File: config.mk
export PLATFORM = sky130hd
export DESIGN_NAME = sorted_set_difference
export DESIGN_NICKNAME = d
export VERILOG_FILES = /design/src/sv/ssd_pkg.sv /design/src/sv/ssd_list_ram.sv /design/src/sv/sorted_set_difference.sv
export SDC_FILE = /design/constraint.sdc
export NUM_CORES = 1
export LEC_CHECK = 0
export ABC_AREA = 1
export BUFFER_PORTS_ARGS = -buffer_cell sky130_fd_sc_hd__buf_2
export CORE_MARGIN = 2
export CORE_UTILIZATION = 63
export CTS_CLUSTER_SIZE = 25
export DETAILED_ROUTE_END_ITERATION = 10
export HOLD_SLACK_MARGIN = 0.08
export PLACE_DENSITY = 0.8
export SETUP_SLACK_MARGIN = 0.2
export SLEW_MARGIN = 5
export SYNTH_ARGS = -nofsm -noshare
export SYNTH_HDL_FRONTEND = slang
export SYNTH_SLANG_ARGS = --single-unit
File: constraint.sdc
create_clock -name clock -period 5.3 [get_ports clock]
set_input_delay 0 -clock clock [delete_from_list [all_inputs] [get_ports clock]]
set_output_delay 0 -clock clock [all_outputs]
set_load 0.02 [all_outputs]
File: src/sv/ssd_pkg.sv
`timescale 1ns / 1ps
// ----------------------------------------------------------------------------
// ssd_pkg
// Shared types and constants of the sorted set difference block.
// ----------------------------------------------------------------------------
package ssd_pkg;

   localparam int LIST_DEPTH   = 32;
   localparam int ID_BITS      = 16;
   localparam int ADDR_BITS    = (LIST_DEPTH > 1) ? $clog2(LIST_DEPTH) : 1;
   localparam int CNT_BITS     = $clog2(LIST_DEPTH + 1);
   localparam int FIELD_ID_BITS = 16;
   localparam int TOTAL_BITS   = 7;
   localparam int REMOVAL_BITS = 6;
   localparam int CODE_BITS    = 2;

   localparam logic [CODE_BITS-1:0] CMD_LOAD_OLD = 2'd0;
   localparam logic [CODE_BITS-1:0] CMD_LOAD_NEW = 2'd1;
   localparam logic [CODE_BITS-1:0] CMD_RUN      = 2'd2;

   localparam logic [CODE_BITS-1:0] KIND_ADD     = 2'd0;
   localparam logic [CODE_BITS-1:0] KIND_REMOVE  = 2'd1;
   localparam logic [CODE_BITS-1:0] KIND_NONE    = 2'd2;
   localparam logic [CODE_BITS-1:0] KIND_UNUSED  = 2'd3;

   typedef enum logic [1:0] {
      ST_IDLE,
      ST_READ,
      ST_CMP,
      ST_DONE
   } state_type;

   typedef struct packed {
      logic [CODE_BITS-1:0]     kind;
      logic [FIELD_ID_BITS-1:0] diff_id;
      logic [TOTAL_BITS-1:0]    total_count;
      logic [REMOVAL_BITS-1:0]  removal_count;
      logic                     overflow;
      logic                     last;
   } result_type;

endpackage

File: src/sv/ssd_list_ram.sv
`timescale 1ns / 1ps
// ----------------------------------------------------------------------------
// ssd_list_ram
// Single-port-write, single-port-read list memory with registered read data.
// ----------------------------------------------------------------------------
module ssd_list_ram #(
   parameter int DEPTH = 32,
   parameter int WIDTH = 16
) (
   input  logic                                         clock,
   input  logic                                         wr_en,
   input  logic [((DEPTH > 1) ? $clog2(DEPTH) : 1)-1:0] wr_addr,
   input  logic [WIDTH-1:0]                             wr_data,
   input  logic [((DEPTH > 1) ? $clog2(DEPTH) : 1)-1:0] rd_addr,
   output logic [WIDTH-1:0]                             rd_data
);

   logic [WIDTH-1:0] mem [DEPTH];
   logic [WIDTH-1:0] rd_data_ff;

   always_ff @(posedge clock) begin
      if (wr_en) begin
         mem[wr_addr] <= wr_data;
      end
      rd_data_ff <= mem[rd_addr];
   end

   assign rd_data = rd_data_ff;

endmodule

File: src/sv/sorted_set_difference.sv
`timescale 1ns / 1ps
// ----------------------------------------------------------------------------
// sorted_set_difference
// Loads an old and a new ascending identifier list into two memories and,
// on a run request, walks both in merge order, reporting additions and
// removals with running counts.
//
//   Channel  Direction  tuser            tdata                        tlast
//   req_     in         cmd              item_id                      -
//   rsp_     out        kind             diff_id, counts, overflow    last
//
// A load request is taken only while the block is idle.
// Each merge step of a run passes through a memory read state, then a compare
// state; the run ends with a read that finds both lists exhausted and a done
// state that delivers the final result; the last result is held back one step
// so that it can be marked.
// Reset clears the state, list lengths, the overflow flag and the valid flags.
// A stalled result channel holds the walk; loads are taken even while the
// final result of a run still waits.
// ----------------------------------------------------------------------------
module sorted_set_difference
   import ssd_pkg::*;
(
   input  logic        clock,
   input  logic        reset,
   input  logic        req_tvalid,
   output logic        req_tready,
   input  logic [1:0]  req_tuser,   // cmd[1:0]
   input  logic [15:0] req_tdata,   // item_id[15:0]
   output logic        rsp_tvalid,
   input  logic        rsp_tready,
   output logic [1:0]  rsp_tuser,   // kind[1:0]
   output logic [31:0] rsp_tdata,   // diff_id[15:0], total_count[22:16],
                                    // removal_count[28:23], overflow[29], zero
   output logic        rsp_tlast
);

   state_type               state_ff, state_in;
   logic [CNT_BITS-1:0]     old_len_ff, old_len_in;
   logic [CNT_BITS-1:0]     new_len_ff, new_len_in;
   logic [CNT_BITS-1:0]     io_ff, io_in;
   logic [CNT_BITS-1:0]     in_ff, in_in;
   logic [TOTAL_BITS-1:0]   total_ff, total_in;
   logic [REMOVAL_BITS-1:0] rem_ff, rem_in;
   logic                    dropped_ff, dropped_in;
   result_type              hold_ff, hold_in;
   logic                    hold_valid_ff, hold_valid_in;
   result_type              rsp_ff, rsp_in;
   logic                    rsp_valid_ff, rsp_valid_in;

   logic                    old_wr, new_wr;
   logic [ID_BITS-1:0]      old_rd, new_rd;
   logic                    req_fire, out_free, old_av, new_av;
   logic                    take_new, take_old, emit;
   result_type              fresh;

   ssd_list_ram #(.DEPTH(LIST_DEPTH), .WIDTH(ID_BITS)) u_old_ram (
      .clock   (clock),
      .wr_en   (old_wr),
      .wr_addr (old_len_ff[ADDR_BITS-1:0]),
      .wr_data (req_tdata[ID_BITS-1:0]),
      .rd_addr (io_ff[ADDR_BITS-1:0]),
      .rd_data (old_rd)
   );

   ssd_list_ram #(.DEPTH(LIST_DEPTH), .WIDTH(ID_BITS)) u_new_ram (
      .clock   (clock),
      .wr_en   (new_wr),
      .wr_addr (new_len_ff[ADDR_BITS-1:0]),
      .wr_data (req_tdata[ID_BITS-1:0]),
      .rd_addr (in_ff[ADDR_BITS-1:0]),
      .rd_data (new_rd)
   );

   assign req_tready = (state_ff == ST_IDLE);
   assign req_fire   = req_tvalid && req_tready;
   assign out_free   = !rsp_valid_ff || rsp_tready;
   assign old_av     = io_ff < old_len_ff;
   assign new_av     = in_ff < new_len_ff;

   assign old_wr = req_fire && (req_tuser == CMD_LOAD_OLD)
                   && (old_len_ff < CNT_BITS'(LIST_DEPTH));
   assign new_wr = req_fire && (req_tuser == CMD_LOAD_NEW)
                   && (new_len_ff < CNT_BITS'(LIST_DEPTH));

   always_ff @(posedge clock) begin
      if (reset) begin
         state_ff      <= ST_IDLE;
         old_len_ff    <= '0;
         new_len_ff    <= '0;
         dropped_ff    <= 1'b0;
         hold_valid_ff <= 1'b0;
         rsp_valid_ff  <= 1'b0;
      end else begin
         state_ff      <= state_in;
         old_len_ff    <= old_len_in;
         new_len_ff    <= new_len_in;
         dropped_ff    <= dropped_in;
         hold_valid_ff <= hold_valid_in;
         rsp_valid_ff  <= rsp_valid_in;
      end
      io_ff    <= io_in;
      in_ff    <= in_in;
      total_ff <= total_in;
      rem_ff   <= rem_in;
      hold_ff  <= hold_in;
      rsp_ff   <= rsp_in;
   end

   always_comb begin
      state_in      = state_ff;
      old_len_in    = old_len_ff;
      new_len_in    = new_len_ff;
      dropped_in    = dropped_ff;
      io_in         = io_ff;
      in_in         = in_ff;
      total_in      = total_ff;
      rem_in        = rem_ff;
      hold_in       = hold_ff;
      hold_valid_in = hold_valid_ff;
      rsp_in        = rsp_ff;
      rsp_valid_in  = rsp_valid_ff && !rsp_tready;

      take_new = 1'b0;
      take_old = 1'b0;
      if (old_av && new_av) begin
         take_new = new_rd < old_rd;
         take_old = old_rd < new_rd;
      end else begin
         take_new = new_av;
         take_old = !new_av;
      end
      emit = take_new || take_old;

      fresh.kind          = take_new ? KIND_ADD : KIND_REMOVE;
      fresh.diff_id       = FIELD_ID_BITS'(take_new ? new_rd : old_rd);
      fresh.total_count   = total_ff + TOTAL_BITS'(1);
      fresh.removal_count = rem_ff + REMOVAL_BITS'(take_old);
      fresh.overflow      = dropped_ff;
      fresh.last          = 1'b0;

      unique case (state_ff)
         ST_IDLE: begin
            if (req_fire) begin
               priority if (req_tuser == CMD_LOAD_OLD) begin
                  if (old_wr) begin
                     old_len_in = old_len_ff + CNT_BITS'(1);
                  end else begin
                     dropped_in = 1'b1;
                  end
               end else if (req_tuser == CMD_LOAD_NEW) begin
                  if (new_wr) begin
                     new_len_in = new_len_ff + CNT_BITS'(1);
                  end else begin
                     dropped_in = 1'b1;
                  end
               end else if (req_tuser == CMD_RUN) begin
                  io_in         = '0;
                  in_in         = '0;
                  total_in      = '0;
                  rem_in        = '0;
                  hold_valid_in = 1'b0;
                  state_in      = ST_READ;
               end else begin
                  state_in = ST_IDLE;
               end
            end
         end
         ST_READ: begin
            if (old_av || new_av) begin
               state_in = ST_CMP;
            end else begin
               state_in = ST_DONE;
            end
         end
         ST_CMP: begin
            if (!emit) begin
               io_in    = io_ff + CNT_BITS'(1);
               in_in    = in_ff + CNT_BITS'(1);
               state_in = ST_READ;
            end else if (!hold_valid_ff || out_free) begin
               if (hold_valid_ff) begin
                  rsp_in       = hold_ff;
                  rsp_valid_in = 1'b1;
               end
               hold_in       = fresh;
               hold_valid_in = 1'b1;
               total_in      = fresh.total_count;
               rem_in        = fresh.removal_count;
               if (take_new) begin
                  in_in = in_ff + CNT_BITS'(1);
               end else begin
                  io_in = io_ff + CNT_BITS'(1);
               end
               state_in = ST_READ;
            end
         end
         ST_DONE: begin
            if (out_free) begin
               if (hold_valid_ff) begin
                  rsp_in      = hold_ff;
                  rsp_in.last = 1'b1;
               end else begin
                  rsp_in.kind          = KIND_NONE;
                  rsp_in.diff_id       = '0;
                  rsp_in.total_count   = '0;
                  rsp_in.removal_count = '0;
                  rsp_in.overflow      = dropped_ff;
                  rsp_in.last          = 1'b1;
               end
               rsp_valid_in  = 1'b1;
               hold_valid_in = 1'b0;
               old_len_in    = '0;
               new_len_in    = '0;
               dropped_in    = 1'b0;
               state_in      = ST_IDLE;
            end
         end
         default: begin
            state_in = ST_IDLE;
         end
      endcase
   end

   assign rsp_tvalid = rsp_valid_ff;
   assign rsp_tuser  = rsp_ff.kind;
   assign rsp_tdata  = {2'b00, rsp_ff.overflow, rsp_ff.removal_count,
                        rsp_ff.total_count, rsp_ff.diff_id};
   assign rsp_tlast  = rsp_ff.last;

endmodule

## After elaboration in Yosys (flattened, before gate mapping)

Memories as Yosys holds them, arrays and structs flattened. A register that Yosys moved wholly into a read port is not among the register bits.
Index checks and enable logic that the tools add are counted.

- Register bits: 107
- Bits in writable memories: 1,024
- Word-level logic and storage cells: 163
- Memories kept: 2

- Add/sub/neg operators: 6
- Magnitude comparators: 6
- Equal/unequal tests: 23
- Multiplexer cells: 74
- Reduce and logical (&&, ||, !) cells: 31

Memories:

| name | depth | bits a word | read ports | clocked after memory_dff | wr ports | RTL line | source |
|---|---|---|---|---|---|---|---|
| u_new_ram.mem | 32 | 16 | 1 | 1 | 1 | ssd_list_ram.sv:18 | `logic [WIDTH-1:0] mem [DEPTH];` |
| u_old_ram.mem | 32 | 16 | 1 | 1 | 1 | ssd_list_ram.sv:18 |  |

Operator list:

| operator | number |
|---|---|
| 33-bit two-way mux | 5 |
| 6-bit two-way mux | 20 |
| 33-bit case mux with 2 select lines | 1 |
| 6-bit case mux with 2 select lines | 5 |
| 7-bit two-way mux | 6 |
| 16-bit < comparator | 2 |
| 1-bit two-way mux | 25 |
| 6-bit by 1-bit adder with 6-bit output (second input constant) | 4 |
| 7-bit AND reduction | 3 |
| 16-bit two-way mux | 1 |
| 5-bit AND reduction | 3 |
| 7-bit case mux with 2 select lines | 1 |
| 6-bit < comparator | 2 |
| 6-bit < comparator (second input constant) | 2 |
| 2-bit two-way mux | 6 |
| 2-bit by 1-bit inequality test with 1-bit output (second input constant) | 6 |
| 2-bit inequality test (second input constant) | 6 |
| 3-bit inequality test (second input constant) | 4 |
| 6-bit AND reduction | 2 |
| 2-bit case mux with 4 select lines | 1 |
| 8-bit AND reduction | 1 |
| 7-bit by 1-bit adder with 7-bit output (second input constant) | 1 |
| 1-bit logical AND | 7 |
| 6-bit by 1-bit adder with 6-bit output | 1 |
| other kinds (12) | 25 |

## Logic depth before layout (Yosys ltp)

- Depth after elaboration: 9
- Depth in mapped cells: 18
- Gate-level depth less buffers: 18

## By module

A second synthesis with hierarchy kept.

- Cells, all modules: 4,154
- Area, all modules: 48,062.3 um^2

Modules (own cells, without submodules):

| module | times used | cells an instance | area an instance (um^2) | seq. area each (um^2) |
|---|---|---|---|---|
| ssd_list_ram | 2 | 1,794 | 21,301.7 | 15,695.1 |
| sorted_set_difference | 1 | 566 | 5,459.0 | 3,012.9 |

## Worst setup path before layout

No wires, ideal clock.

- Path kind: flip-flop to flip-flop
- Start: register old_len_ff[3]
- End: register rsp_ff, in the netlist rsp_tdata[0], enable pin
- Library setup time: 0.464 ns
- Arrival time: 3.951 ns
- Slack: 0.885 ns
- Stages on the path, launching flop included: 13
- Period minus slack after synthesis: 4.415 ns
- Path through: dfxtp_1 -> clkbuf_1 -> inv_1 -> ha_1 -> nand2_1 -> a21oi_1 -> nor2_1 -> nand2_4 -> nor2_4 -> nand2_1 -> nand3_2 -> o21bai_1 -> nor3_1

- Cells in the longest elaborated chain, start to end: 6
- Elaborated cells on any way between the ends: 7

Ends and longest elaborated chain:

| what | RTL line | source |
|---|---|---|
| start: declaration | sorted_set_difference.sv:39 | `logic [CNT_BITS-1:0] old_len_ff, old_len_in;` |
| start signal: assignment | sorted_set_difference.sv:96 | `old_len_ff <= old_len_in;` |
| 6-bit < comparator * | sorted_set_difference.sv:78 | `assign old_av = io_ff < old_len_ff;` |
| 1-bit logical AND * | sorted_set_difference.sv:126 | `if (old_av && new_av) begin` |
| 1-bit two-way mux | sorted_set_difference.sv:126 |  |
| 1-bit logical OR * | sorted_set_difference.sv:133 | `emit = take_new \|\| take_old;` |
| 2-bit inequality test (no line) * | - |  |
| 5-bit AND reduction (no line) * | - |  |
| end signal: assignment | sorted_set_difference.sv:107 | `rsp_ff <= rsp_in;` |
| end: declaration | sorted_set_difference.sv:48 | `result_type rsp_ff, rsp_in;` |

Mark *: on every way between the ends. The rest lies on a longest branch, timed or not.
A chain may end at the register's enable or synchronous reset.

## Worst setup path in the final report

- Start: register io_ff[4]
- End: register state_ff[1]

- Cells in the longest elaborated chain, start to end: 6
- Elaborated cells on any way between the ends: 9

Ends and longest elaborated chain:

| what | RTL line | source |
|---|---|---|
| start: declaration | sorted_set_difference.sv:41 | `logic [CNT_BITS-1:0] io_ff, io_in;` |
| start signal: assignment | sorted_set_difference.sv:102 | `io_ff <= io_in;` |
| 6-bit < comparator * | sorted_set_difference.sv:78 |  |
| 1-bit logical AND * | sorted_set_difference.sv:126 |  |
| 1-bit two-way mux | sorted_set_difference.sv:126 |  |
| 1-bit logical OR * | sorted_set_difference.sv:133 |  |
| 3-bit inequality test (no line) or 2-bit two-way mux (tied branches) | - |  |
| 5-bit AND reduction (no line) or 2-bit case mux with 4 select lines (tied branches) | - |  |
| end signal: assignment | sorted_set_difference.sv:95 | `state_ff <= state_in;` |
| end: declaration | sorted_set_difference.sv:38 | `state_type state_ff, state_in;` |

Marks and branches as above.

==> out/metrics.csv <==
metric;value;unit
outcome;finished clean;
worst-path fanout max;15;
largest net degree at the start of global routing;205;
Setup crit end kind;flop;
drt pass-1 iters;7;
area grow syn2layout;10.6;%
# DRC;0;
Clk Latency, worst-skew pair;690;ps
Final Net Count;3722;
Port Buffers;56;
DP HPWL;62500;µm
worst path cell trace;ha_1 -> nand2_1 -> a21oi_1 -> nor2_1 -> nand2_4 -> nor2_4 -> nand2_1 -> nand3_2 -> nand2_2 -> a21oi_1 -> dlygate4sd3_1 -> nor2_1 -> dlygate4sd3_1;
cell area after layout;0.0510;mm²
crit share post-route;64.8;%
TritonCTS clock tree;built;
WHS Endpoint;dropped_ff$_SDFFE_PP0P_;
Buf+Inv Stages, Crit Path;2;
Post-Syn Instances;3580;
Die Wd;275;µm
Placed Instance Area;0.0475;mm²
Netlist cell types;49;
final hold violations;0;
HP Class;in -> reg;
min Tclk post-route;3430;ps
Relative slew margins;15.3;%
data required time at the worst endpoint;5860;ps
fmax;291;MHz
RePlAce Congestion;0.896;
final setup TNS;0;ps
I/O pin cnt;59;
DR vias;30200;
clk buf depth;3;
clock buffer count from CTS;104;
CTS sink cnt;1162;
num rows;99;
min-delay src;reset;
Hold WS;298;ps
vias in the first global route;28200;
Pleak;17.1;nW
Post-CTS Resized;0;
layout cells sized above 1;8.98;%
initial DRC count;5322;
DIE AREA;0.0754;mm²
reg2reg setup slack;1870;ps
worst reg2reg endpoint;state_ff[1]$_SDFFE_PP0P_;
Finish-stage setup viols;0;
Cell Pwr Density;484;mW/mm²
GRT overflow;0;
FF-to-FF path depth;13;
CTS root buf;clkbuf_16;
CP Launch Type;flop;
RSZ-0062 raised after global routing;false;
Mapped Area;0.0461;mm²
synth warn;0;
CORE AREA;0.0727;mm²
area share of the largest cell type after synthesis;72.4;%
initial antenna violation count;0;
chip height;275;µm
Synth Register Bits;1162;
Routed Antenna Nets;0;
Critical Path Slowest Stage Cell;edfxtp_1;
Initial Util;63.5;%
Synth Area per Inst;12.9;µm²
CP Class;reg -> reg;
global-route wire length before repair;170000;µm
GRT Total Usage;30.1;%
Post-Route WL;114000;µm
Async S/R FF share, synth;0;%
routed length per placed instance;24.3;µm
max-cap viol count;0;
Slew Viols, Final;0;
worst-margin pin slew;1270;ps
sequential share of the synthesized area;74.5;%
via density per instance;6.43;
Crit path max-delay family;buffers and inverters;
Post-synth EDFFs;1113;
Clk pin slew, worst setup/hold paths;70;ps
Max VDD drop;0.382;mV
Synth Flop Type;edfxtp_1;
skew final;24.1;ps
main area contributors after synthesis;edfxtp_1 72%, nor2_1 6.1%, o21ai_0 5.9%;
Hold Path Depth;5;
R2R Path Start;io_ff[4]$_SDFFCE_PN0P_;
Yosys top cell by area;edfxtp_1;
critical path arrival;3990;ps
H-tree depth;3;
CP peak stage delay;750;ps
-- cell usage in the layout, fill, tap and decap left out, types with 6 or more instances in the layout --
master	netlist	routed
ha_1	43	43
inv_1	127	126
clkinv_1	3	24
buf_4	22	100
edfxtp_1	1113	1113
a21oi_1	63	63
buf_2	75	56
nand2_1	195	195
nor2_1	751	748
clkinv_2	0	24
dfxtp_1	49	49
o221ai_1	46	46
and3_1	6	6
o21ai_0	541	541
clkbuf_16	0	106
o21a_1	8	8
buf_12	0	6
clkbuf_1	108	22
o211ai_1	35	35
o211a_1	8	8
dlygate4sd3_1	0	28
bufinv_16	0	8
o22ai_1	179	179
a31oi_1	25	25
nor3_1	16	14
o21ai_1	19	19
nand3_1	90	90
-- worst max-delay path by stage --
stage	slack, ps	startpoint	endpoint	depth (start not counted)
3_5_place_dp	2110	io_ff[4]$_SDFFCE_PN0P_	hold_ff[10]$_DFFE_PP_	10
4_1_cts	1980	io_ff[4]$_SDFFCE_PN0P_	state_ff[1]$_SDFFE_PP0P_	13
2_1_floorplan	890	old_len_ff[3]$_SDFFE_PP0P_	rsp_tdata[0]$_DFFE_PP_	12
3_3_place_gp	2150	io_ff[4]$_SDFFCE_PN0P_	hold_ff[8]$_DFFE_PP_	10
5_1_grt	1710	io_ff[4]$_SDFFCE_PN0P_	state_ff[0]$_SDFFE_PP0P_	13
6_report	1870	io_ff[4]$_SDFFCE_PN0P_	state_ff[1]$_SDFFE_PP0P_	13
-- power breakdown --
group          leakage [nW]  internal, mW  switching [mW]
registers              10.4          10.6           0.277
logic                  5.04          1.80            4.74
clock network          1.60          4.07            3.22
-- flip-flops by register name, summed over array words and instances (netlist names) --
name / count
hold_ff: 31
in_ff: 6
u_new_ram.mem: 512
total_ff: 7
u_new_ram.rd_data: 16
dropped_ff: 1
rsp_tlast: 1
u_old_ram.rd_data: 16
rsp_tvalid: 1
rsp_tuser: 2
rem_ff: 6
io_ff: 6
rsp_tdata: 30
u_old_ram.mem: 512
state_ff: 2
old_len_ff: 6
new_len_ff: 6
hold_valid_ff: 1
-- synthesized netlist by cell type (all sizes together), types with 4 or more instances --
master / count
o221ai: 46
o211a: 8
dfxtp: 49
xnor2: 4
edfxtp: 1113
o21ai: 562
inv: 132
buf: 111
and3: 6
a21oi: 66
o21a: 8
nand2: 199
clkbuf: 109
nor3: 18
a31oi: 25
ha: 43
nor2: 753
o22ai: 179
nand3: 91
o211ai: 35
-- routing by layer --
| layer | part of all wire (%) | GRT usage [%] | up-vias |
|---|---|---|---|
| li1 | - | - | 13300 |
| met1 | 38 | 44.1 | 14600 |
| met2 | 46 | 45.5 | 2171 |
| met3 | 13 | 5.92 | 236 |
| met4 | 3.5 | 11.4 | 0 |
| met5 | 0 | 0 | - |
-- repair_timing --
| action | in CTS | in global routing |
|---|---|---|
| hold endpoints to repair | 763 | 0 |
| hold buffers | 28 | 0 |
| buffers inserted | 0 | 0 |
-- metrics by stage --
stage               worst slack, ps  power (mW)  instances  util (%)
finish                         1870        24.7       4701      70.2
global route                   1710        25.6       4700      70.2
CTS                            1980        24.5       4700      70.2
detailed placement             2110        17.3       4482      65.3
global placement               2150        17.1       4482      65.3
floorplan                       885        15.2       3581         -
-- worst register-to-register path, delay by kind of cell, from the launching register on --
kind	cells	cell delay (ps)
buffers and inverters	2	1130
DFF	1	750
adders and majority gates	1	350
and+or+nand+nor	8	850
AOI/OAI and AO/OA	2	210
-- cells by family (layout without fill, tap and decap cells) --
| family | after synthesis | after routing | share of synthesized area [%] |
|---|---|---|---|
| other | 1 | 3 | 0.00813 |
| AO/OA/AOI/OAI | 937 | 937 | 11.5 |
| flip-flops | 1162 | 1162 | 74.5 |
| adder cells (fa/ha/maj) | 43 | 43 | 1.17 |
| XOR/XNOR | 6 | 6 | 0.114 |
| AND/OR/NAND/NOR | 1076 | 1076 | 9.25 |
| buffers and inverters | 355 | 515 | 3.38 |
-- cell type report --
cell class,count,area [µm²]
Fill cell,4549,21700
Tap cell,959,1200
Sequential cell,1162,34400
Clock buffer,130,2760
Antenna cell,1,2.50
Clock inverter,60,503
Multi-Input combinational cell,2064,10200
Inverter,135,517
Timing Repair Buffer,190,1430
Note: power is estimated with default switching activity, not from simulation.
